<file path="config.mk">
export PLATFORM = sky130hd
export DESIGN_NAME = bdc_axis
export DESIGN_NICKNAME = d
export VERILOG_FILES = /design/src/rtl/core/bdc_pkg.sv /design/src/rtl/core/bdc_axis.sv
export SDC_FILE = /design/constraint.sdc
export NUM_CORES = 2
export LEC_CHECK = 0
export ABC_AREA = 1
export BUFFER_PORTS_ARGS = -buffer_cell sky130_fd_sc_hd__buf_4
export CORE_MARGIN = 2
export CORE_UTILIZATION = 57
export DETAILED_ROUTE_END_ITERATION = 10
export PLACE_DENSITY = 0.73
export SYNTH_ARGS = -nofsm -noshare
export SYNTH_HDL_FRONTEND = slang
export SYNTH_SLANG_ARGS = --single-unit
</file>
<file path="constraint.sdc">
create_clock -name clk -period 19.3 [get_ports clk]
set_clock_uncertainty 0.05 [all_clocks]
set_input_delay 1.93 -clock clk [delete_from_list [all_inputs] [get_ports clk]]
set_output_delay 1.93 -clock clk [all_outputs]
set_load 0.005 [all_outputs]
</file>
<file path="src/rtl/core/bdc_pkg.sv">
// Shared constants, types and the 2^(k/16) table for the box delta decoder.
package bdc_pkg;

    // Register stages from input to the result register.
    localparam int PIPE_DEPTH = 7;

    // Configuration register indexes.
    localparam logic REG_IMAGE_WIDTH  = 1'b0;
    localparam logic REG_IMAGE_HEIGHT = 1'b1;

    localparam logic [12:0] IMAGE_WIDTH_RST  = 13'd1000;
    localparam logic [12:0] IMAGE_HEIGHT_RST = 13'd600;

    // log2(e) in Q.16, and the bias that makes the Q.28 exponent positive.
    localparam logic signed [17:0] LOG2E_Q16 = 18'sd94548;
    localparam logic signed [33:0] EXP_BIAS  = 34'sd4294967296;

    // Exponent code at which the scale shift is zero (16 + 5).
    localparam logic [4:0] SHIFT_ZERO_CODE = 5'd21;

    typedef struct packed {
        logic [15:0] score;
        logic [8:0]  roi_tag;
        logic [4:0]  class_tag;
    } side_t;

    // 2^(k/16) in Q.16, k = 0..15
    function automatic logic [16:0] pow2_frac(input logic [4:0] k);
        logic [16:0] v;
        case (k)
            5'd0:    v = 17'd65536;
            5'd1:    v = 17'd68438;
            5'd2:    v = 17'd71468;
            5'd3:    v = 17'd74632;
            5'd4:    v = 17'd77936;
            5'd5:    v = 17'd81386;
            5'd6:    v = 17'd84990;
            5'd7:    v = 17'd88752;
            5'd8:    v = 17'd92682;
            5'd9:    v = 17'd96785;
            5'd10:   v = 17'd101070;
            5'd11:   v = 17'd105545;
            5'd12:   v = 17'd110218;
            5'd13:   v = 17'd115098;
            5'd14:   v = 17'd120194;
            5'd15:   v = 17'd125515;
            default: v = 17'd0;  // 131072 does not fit; handled by caller
        endcase
        return v;
    endfunction

endpackage

</file>
<file path="src/rtl/core/bdc_axis.sv">
// One axis of the box decoder: size, center shift, exp scale and clamp, 7 stages.
module bdc_axis (
    input  logic               clk,
    input  logic               en,
    input  logic [15:0]        mn,
    input  logic [15:0]        mx,
    input  logic signed [15:0] dc,
    input  logic signed [15:0] ds,
    input  logic [12:0]        limit,
    output logic [15:0]        lo,
    output logic [15:0]        hi
);

    // stage 1
    logic signed [17:0] s1_size_reg, s1_size_next;
    logic [17:0]        s1_sum_reg, s1_sum_next;
    logic signed [15:0] s1_dc_reg;
    logic signed [33:0] s1_t_reg, s1_t_next;
    // stage 2
    logic signed [35:0] s2_pc_reg, s2_pc_next;
    logic [36:0]        s2_dprod_reg, s2_dprod_next;
    logic [16:0]        s2_lo_reg, s2_lo_next;
    logic [4:0]         s2_code_reg;
    logic [16:0]        s2_mag_reg, s2_mag_next;
    logic               s2_neg_reg;
    // stage 3
    logic signed [35:0] s3_pc_reg;
    logic [17:0]        s3_m_reg, s3_m_next;
    logic [4:0]         s3_code_reg;
    logic [16:0]        s3_mag_reg;
    logic               s3_neg_reg;
    // stage 4
    logic signed [35:0] s4_pc_reg;
    logic [34:0]        s4_prod_reg, s4_prod_next;
    logic [4:0]         s4_code_reg;
    logic               s4_neg_reg;
    // stage 5
    logic signed [35:0] s5_pc_reg;
    logic [44:0]        s5_half_reg, s5_half_next;
    logic               s5_neg_reg;
    // stage 6
    logic signed [46:0] s6_vlo_reg, s6_vlo_next, s6_vhi_reg, s6_vhi_next;
    // stage 7
    logic [15:0]        s7_lo_reg, s7_lo_next, s7_hi_reg, s7_hi_next;

    logic [33:0]        u;
    logic [16:0]        tab_lo, tab_hi;
    logic [12:0]        diff;
    logic [17:0]        mag_full;
    logic [4:0]         sh;
    logic [34:0]        rs_tmp;
    logic [44:0]        rs_sum;
    logic signed [45:0] half_s;
    logic signed [13:0] lim_m1;
    logic signed [46:0] bound;

    always_comb
    begin
        s1_size_next = $signed({2'b00, mx}) - $signed({2'b00, mn}) + 18'sd16;
        s1_sum_next  = {2'b00, mx} + {2'b00, mn} + 18'd16;
        s1_t_next    = 34'(ds * bdc_pkg::LOG2E_Q16);
    end

    // stage 2: center shift product, table lookup and interpolation product
    always_comb
    begin
        s2_pc_next = $signed({7'b0, s1_sum_reg, 11'b0}) + 36'(s1_size_reg * s1_dc_reg);
        u          = unsigned'(s1_t_reg + bdc_pkg::EXP_BIAS);
        tab_lo     = bdc_pkg::pow2_frac({1'b0, u[27:24]});
        // top entry is 2^17, one past the 17-bit range
        tab_hi     = (u[27:24] == 4'hF) ? 17'd0 : bdc_pkg::pow2_frac({1'b0, u[27:24]} + 5'd1);
        diff       = (u[27:24] == 4'hF) ? 13'(18'd131072 - {1'b0, tab_lo})
                                        : 13'(tab_hi - tab_lo);
        s2_dprod_next = 37'(diff * u[23:0]);
        s2_lo_next    = tab_lo;
        mag_full      = s1_size_reg[17] ? 18'(-s1_size_reg) : unsigned'(s1_size_reg);
        s2_mag_next   = mag_full[16:0];
    end

    assign s3_m_next    = {1'b0, s2_lo_reg} + {5'b0, s2_dprod_reg[36:24]};
    assign s4_prod_next = 35'(s3_mag_reg * s3_m_reg);

    // stage 5: scale by 2^(ip-5), round half up on right shifts
    always_comb
    begin
        sh     = bdc_pkg::SHIFT_ZERO_CODE - s4_code_reg;
        rs_tmp = s4_prod_reg >> (sh - 5'd1);
        rs_sum = {10'b0, rs_tmp} + 45'd1;
        if (s4_code_reg >= bdc_pkg::SHIFT_ZERO_CODE)
            s5_half_next = {10'b0, s4_prod_reg} << (s4_code_reg - bdc_pkg::SHIFT_ZERO_CODE);
        else
            s5_half_next = rs_sum >> 1;
    end

    always_comb
    begin
        half_s      = s5_neg_reg ? -$signed({1'b0, s5_half_reg}) : $signed({1'b0, s5_half_reg});
        s6_vlo_next = 47'(s5_pc_reg) - 47'(half_s);
        s6_vhi_next = 47'(s5_pc_reg) + 47'(half_s);
    end

    function automatic logic [15:0] clip(input logic signed [46:0] v,
                                         input logic signed [46:0] b);
        logic signed [46:0] r;
        logic [46:0]        rp;
        r  = (v < b) ? v : b;
        if (r < 0)
            r = '0;
        rp = unsigned'(r) + 47'd2048;
        return (|rp[46:28]) ? 16'hFFFF : rp[27:12];
    endfunction

    always_comb
    begin
        lim_m1     = $signed({1'b0, limit}) - 14'sd1;
        bound      = 47'($signed({lim_m1, 16'b0}));
        s7_lo_next = clip(s6_vlo_reg, bound);
        s7_hi_next = clip(s6_vhi_reg, bound);
    end

    always_ff @(posedge clk)
    begin
        if (en)
        begin
            s1_size_reg  <= s1_size_next;
            s1_sum_reg   <= s1_sum_next;
            s1_dc_reg    <= dc;
            s1_t_reg     <= s1_t_next;
            s2_pc_reg    <= s2_pc_next;
            s2_dprod_reg <= s2_dprod_next;
            s2_lo_reg    <= s2_lo_next;
            s2_code_reg  <= u[32:28];
            s2_mag_reg   <= s2_mag_next;
            s2_neg_reg   <= s1_size_reg[17];
            s3_pc_reg    <= s2_pc_reg;
            s3_m_reg     <= s3_m_next;
            s3_code_reg  <= s2_code_reg;
            s3_mag_reg   <= s2_mag_reg;
            s3_neg_reg   <= s2_neg_reg;
            s4_pc_reg    <= s3_pc_reg;
            s4_prod_reg  <= s4_prod_next;
            s4_code_reg  <= s3_code_reg;
            s4_neg_reg   <= s3_neg_reg;
            s5_pc_reg    <= s4_pc_reg;
            s5_half_reg  <= s5_half_next;
            s5_neg_reg   <= s4_neg_reg;
            s6_vlo_reg   <= s6_vlo_next;
            s6_vhi_reg   <= s6_vhi_next;
            s7_lo_reg    <= s7_lo_next;
            s7_hi_reg    <= s7_hi_next;
        end
    end

    assign lo = s7_lo_reg;
    assign hi = s7_hi_reg;

endmodule

</file>
=== Yosys cells after proc, flatten, opt, wreduce, memory -nomap -nowiden ===
Memories as Yosys holds them, arrays and structs flattened.
Cells that the tools add are included.

* $add $sub $neg: 21
* Multipliers: 4
* Order comparisons: 5
* Equal/unequal tests: 1
* Shift operators: 2
* Muxes and demuxes: 10
* Reduce and logical (&&, ||, !) cells: 2

{| class="wikitable"
|+ Operators by type and width
! operator !! number
|-
| $mux W47 || 4
|-
| $add A47 B12 Y47 const B || 2
|-
| $lt A47 B1 Y1 const B || 2
|-
| $lt A47 B30 Y1 || 2
|-
| $add A36 B46 Y47 || 1
|-
| $sub A36 B46 Y47 || 1
|-
| $mux W46 || 1
|-
| $neg A45 Y46 || 1
|-
| $shl A35 B5 Y45 || 1
|-
| $mux W44 || 1
|-
| $mux W13 || 3
|-
| $reduce_or A19 Y1 || 2
|-
| $mul A13 B24 Y37 || 1
|-
| $add A35 B1 Y36 const B || 1
|-
| $add A30 B34 Y35 || 1
|-
| $mul A17 B18 Y35 || 1
|-
| $shr A35 B5 Y35 || 1
|-
| $mul A18 B16 Y34 || 1
|-
| $add A33 B33 Y33 const B || 1
|-
| $mul A16 B16 Y31 const B || 1
|-
| $add A17 B13 Y18 || 1
|-
| $add A17 B5 Y18 const B || 1
|-
| $add A17 B6 Y18 const B || 1
|-
| $add A16 B16 Y17 || 1
|-
| 12 further kinds || 12
|}

* Register bits: 558
* Memory bits (read-only): 512
* Bits of input ports: 79
* Output and inout port bits: 32
* Logic and storage cells: 74
* Memories kept: 2

{| class="wikitable"
|+ Memory list
! memory !! depth !! bits a word !! rd ports !! clocked after Yosys merged registers in !! wr ports !! line !! RTL
|-
| (no name shown) || 16 || 16 || 1 || 0 || 0 || bdc_pkg.sv:30 || <nowiki>case (k)</nowiki>
|-
| (no name shown) || 16 || 16 || 1 || 0 || 0 || bdc_pkg.sv:30 ||
|}

=== Depth between registers and ports, before layout ===
An unclocked memory read counts as a cell.

* Word-level depth: 8
* Gate-level depth with buffers: 49
* Mapped depth without buffers: 47

=== Least setup slack after synthesis ===
Ideal clock, no wire load.

* Path type: reg-to-reg
* Start: register s1_t_reg[24]
* End: register s2_dprod_reg[36], data pin
* Library setup time: 0.264 ns
* Arrival time: 8.074 ns
* Data required time: 18.986 ns
* Setup slack: 10.912 ns
* Stages on the path, launching flop included: 46
* Buffers on the path: 3
* Period minus slack after synthesis: 8.388 ns
* Path through: edfxtp_1 > ha_1 > nand2_1 > nand2_1 > inv_1 > clkbuf_1 > nor2_1 > a21oi_1 > nor3_1 > ha_1 > nand3_1 > nand2_1 > nand2_1 > nand2_1 > nand2_1 > nand2_1 > nand2_1 > nand2_1 > [... 10 more ...] > clkbuf_1 > nor2_1 > fa_1 > inv_1 > fa_1 > inv_1 > fa_1 > fa_1 > inv_1 > fa_1 > inv_1 > ha_1 > nand4_1 > nor3_1 > nand3_1 > o21ai_0 > a31oi_1 > xor2_1

* Longest elaborated chain between the ends: 8
* Elaborated cells on any way between the ends: 11
* Classes of those cells: add/sub (4); mul (1); eq/ne (1); mux (3); memory (2)

{| class="wikitable"
|+ RTL lines
! element !! line !! RTL
|-
| start, declared || bdc_axis.sv:18 || <nowiki>logic signed [33:0] s1_t_reg, s1_t_next;</nowiki>
|-
| start signal, assigned || bdc_axis.sv:128 || <nowiki>s1_t_reg <= s1_t_next;</nowiki>
|-
| $add A33 B33 Y33 * || bdc_axis.sv:68 || <nowiki>u = unsigned'(s1_t_reg + bdc_pkg::EXP_BIAS);</nowiki>
|-
| $add A4 B1 Y5 || bdc_axis.sv:71 || <nowiki>tab_hi = (u[27:24] == 4'hF) ? 17'd0 : bdc_pkg::pow2_frac({1'b0, u[27:24]} + 5'd1);</nowiki>
|-
| $mem_v2 Z16 W16 || n/a ||
|-
| $mux W13 || bdc_pkg.sv:30 ||
|-
| $mux W13 || bdc_axis.sv:71 ||
|-
| $sub A13 B13 Y13 || bdc_axis.sv:73 || <nowiki>: 13'(tab_hi - tab_lo);</nowiki>
|-
| $mux W13 * || bdc_axis.sv:72 || <nowiki>diff = (u[27:24] == 4'hF) ? 13'(18'd131072 - {1'b0, tab_lo})</nowiki>
|-
| $mul A13 B24 Y37 * || bdc_axis.sv:74 || <nowiki>s2_dprod_next = 37'(diff * u[23:0]);</nowiki>
|-
| net s2_dprod_next[36] || bdc_axis.sv:21 || <nowiki>logic [36:0] s2_dprod_reg, s2_dprod_next;</nowiki>
|-
| end signal, assigned || bdc_axis.sv:130 || <nowiki>s2_dprod_reg <= s2_dprod_next;</nowiki>
|-
| end, declared || bdc_axis.sv:21 ||
|}

Mark *: on every way through the listed nets, which the timed path passes. The rest lies on a longest branch.
A chain may end at the register's enable or synchronous reset.

=== Worst setup path in the final report ===
Same ends and word-level chain as after synthesis.

==> Flow_metrics.wiki <==
{| class="wikitable"
! Metric !! Value
|-
| Outcome || finished clean
|-
| Final total negative setup slack || 0 ps
|-
| Area of the mapped netlist || 69600 µm²
|-
| Horizontal die dimension || 353 µm
|-
| Final count of negative-setup-slack endpoints || 0
|-
| Slew @ Worst Pin || 1280 ps
|-
| Element type at the critical path end || register
|-
| Critical Path RT || 19670 ps
|-
| Final Cycle Share || 0.488
|-
| Fin area || 73500 µm²
|-
| Number of storage elements in the synthesis netlist || 506
|-
| Synth Net Count || 10000
|-
| Data arrival time at the worst-slack endpoint || 9800 ps
|-
| Setup repair after global routing missed its margin || false
|-
| Number of core rows || 128
|-
| Number of flip-flops under the largest register name || 45
|-
| Clock tree from TritonCTS || built
|-
| Average cell area after synthesis || 8.26 µm²
|-
| Per-cell routed wire length || 17.8 µm
|-
| Sequential element share of the synthesized area || 0.218
|-
| Share of post-route cells with drive strength above 1 || 0.0507
|-
| Pre-Repair DR Iteration Count || 6
|-
| Max_slew headroom || 0.133
|-
| Worst-path fanout max || 15
|-
| Synth warn || 0
|-
| Cell chosen for the clock root || sky130_fd_sc_hd__clkbuf_16
|-
| Async set-reset flop share out of synthesis || 0
|-
| Routed Antenna Nets || 0
|-
| Worst-skew pair later-pin latency || 680 ps
|-
| Gate count after technology mapping || 8429
|-
| Number of distinct library cells after synthesis || 67
|-
| GRT Residual Overflow || 0
|-
| Ranking of synthesized cells by area || sky130_fd_sc_hd__fa_1 25%, sky130_fd_sc_hd__edfxtp_1 22%, sky130_fd_sc_hd__ha_1 11%
|-
| Die boundary height || 353 µm
|-
| Cell types with the highest counts after synthesis || 1966 x sky130_fd_sc_hd__inv_1, 1750 x sky130_fd_sc_hd__nand2_1, 859 x sky130_fd_sc_hd__fa_1
|-
| Fmax || 106 MHz
|-
| Final net count || 9928
|-
| Library cell with the largest summed area after synthesis || sky130_fd_sc_hd__fa_1
|-
| Final Slew Violations || 0
|-
| Initial antenna violation count || 1
|-
| Starting DRT DRC Count || 4346
|-
| Leading cell type by number of instances after synthesis || sky130_fd_sc_hd__inv_1
|-
| Worst setup path class || reg2reg
|-
| Post-CTS Setup Repair Bufs || 0
|-
| Top-area cell type share of the netlist area || 0.247
|-
| Delay of the slowest cell on the worst path || 560 ps
|-
| Final core utilization || 0.604
|-
| Tot GR Track Use || 0.288
|-
| Via density per instance || 5.38
|-
| Core Box Area || 122000 µm²
|-
| Pin count of the biggest net entering global routing || 190
|-
| Number of enable-type register cells in the synthesized netlist || 506
|-
| Placer congestion estimate || 0.972
|-
| Full die area || 125000 µm²
|-
| Cell class contributing the biggest share of worst-path delay || adder cells
|-
| Total CTS buffers || 55
|-
| Number of global-route vias before repair || 54700
|-
| Antenna cells || 0
|-
| Total Wirelength || 178000 µm
|-
| Global-route wire length before repair || 287000 µm
|-
| Vias after detailed routing || 53900
|-
| Placed Instance Area || 71600 µm²
|-
| Max-Cap Viols || 0
|-
| Effective utilization at floorplan || 0.573
|-
| Number of clock sinks seen by CTS || 506
|-
| Hold-fix buffers, CTS || 0
|-
| Path class of the lowest-slack min-delay path || reg2reg
|-
| Number of buffers on the longest clock path || 3
|-
| Main flop type after synthesis || sky130_fd_sc_hd__edfxtp_1
|-
| Combined buffer and inverter count along the critical path || 6
|-
| Detailed-route DRC error count || 0
|-
| Hold violation total from the final report || 0
|-
| Number of instances resized during post-cts repair || 0
|-
| Dpl hpwl || 148000 µm
|-
| Synth-to-layout area growth || 5.54%
|-
| Kind of start point of the critical path || register
|-
| Buffers added on ports || 110
|-
| Crit path top cell by count || sky130_fd_sc_hd__nand2_1
|-
| Final period demand of the worst path || 9430 ps
|-
| I/O pin total || 111
|-
| Clk slew on worst S/H paths || 60 ps
|-
| CTS HTree Levels || 2
|-
| Standard cell with the maximum stage delay on the critical path || sky130_fd_sc_hd__edfxtp_1
|}
## final timing paths
check | cells after the start | end | startpoint | slack [ps]
max reg2reg | 43 | s2_dprod_reg[36] | s1_t_reg[24] | 9870
max | 43 | s2_dprod_reg[36] | s1_t_reg[24] | 9870
min reg2reg | 0 | s3_mag_reg[5] | s2_mag_reg[5] | 360
min | 0 | s3_mag_reg[5] | s2_mag_reg[5] | 360
## cells by family after synthesis
logic type | Yosys count | share of synthesized area
AOI/OAI and AO/OA | 869 | 0.0697
xor gates and xnor gates | 376 | 0.0473
adders and majority gates | 1494 | 0.361
buffers and inverters | 2263 | 0.124
DFF | 506 | 0.218
muxes | 16 | 0.00232
and+or+nand+nor | 2905 | 0.178
## area by class of cell
cell class              instances  area [µm²]
clock buffers                  63        1410
fillers                     10700       48100
multi-input cells            5660       45800
repair buffers                143        1090
inverters                    1989        7470
well taps                    1625        2030
clock inverters                39         450
flip-flops and latches        506       15200
## layer usage
metal,share of wire,vias up,GRT usage
li1,-,25700,-
met2,0.46,1841,0.474
met1,0.44,26100,0.398
met3,0.068,299,0.0398
met5,0,-,0
met4,0.030,0,0.0819
## placed cells by master, fill, tap and decap left out, types with 21 or more instances in the layout
master	Yosys	final
sky130_fd_sc_hd__a21o_1	23	23
sky130_fd_sc_hd__nand4_1	53	53
sky130_fd_sc_hd__nor2_1	603	603
sky130_fd_sc_hd__nor2_2	33	33
sky130_fd_sc_hd__a31oi_1	46	46
sky130_fd_sc_hd__o22ai_1	25	25
sky130_fd_sc_hd__or2_2	27	27
sky130_fd_sc_hd__clkbuf_16	0	55
sky130_fd_sc_hd__edfxtp_1	506	506
sky130_fd_sc_hd__o21ai_0	279	279
sky130_fd_sc_hd__nand3_1	220	220
sky130_fd_sc_hd__ha_1	635	635
sky130_fd_sc_hd__nand2_2	31	31
sky130_fd_sc_hd__xor2_1	288	286
sky130_fd_sc_hd__nand3_2	39	39
sky130_fd_sc_hd__o21a_1	23	23
sky130_fd_sc_hd__nor2_4	21	21
sky130_fd_sc_hd__nor3_1	67	67
sky130_fd_sc_hd__fa_1	859	859
sky130_fd_sc_hd__buf_4	1	141
sky130_fd_sc_hd__a21oi_1	360	360
sky130_fd_sc_hd__xnor2_1	88	88
sky130_fd_sc_hd__inv_1	1966	1966
sky130_fd_sc_hd__nand2_1	1750	1750
## stage by stage
step                      std cells  hold WS [ps]  worst slack (ps)
after floorplan                8429           350             10910
after global placement         9923           351             10020
after detailed placement       9923           355              9880
after CTS                     10000           367              9870
after global routing          10000           376              9080
final                         10000           365              9870
Power is left out: the tool's default activity adds up to more than one toggle a clock period on the data nets, which glitch-free logic cannot reach.
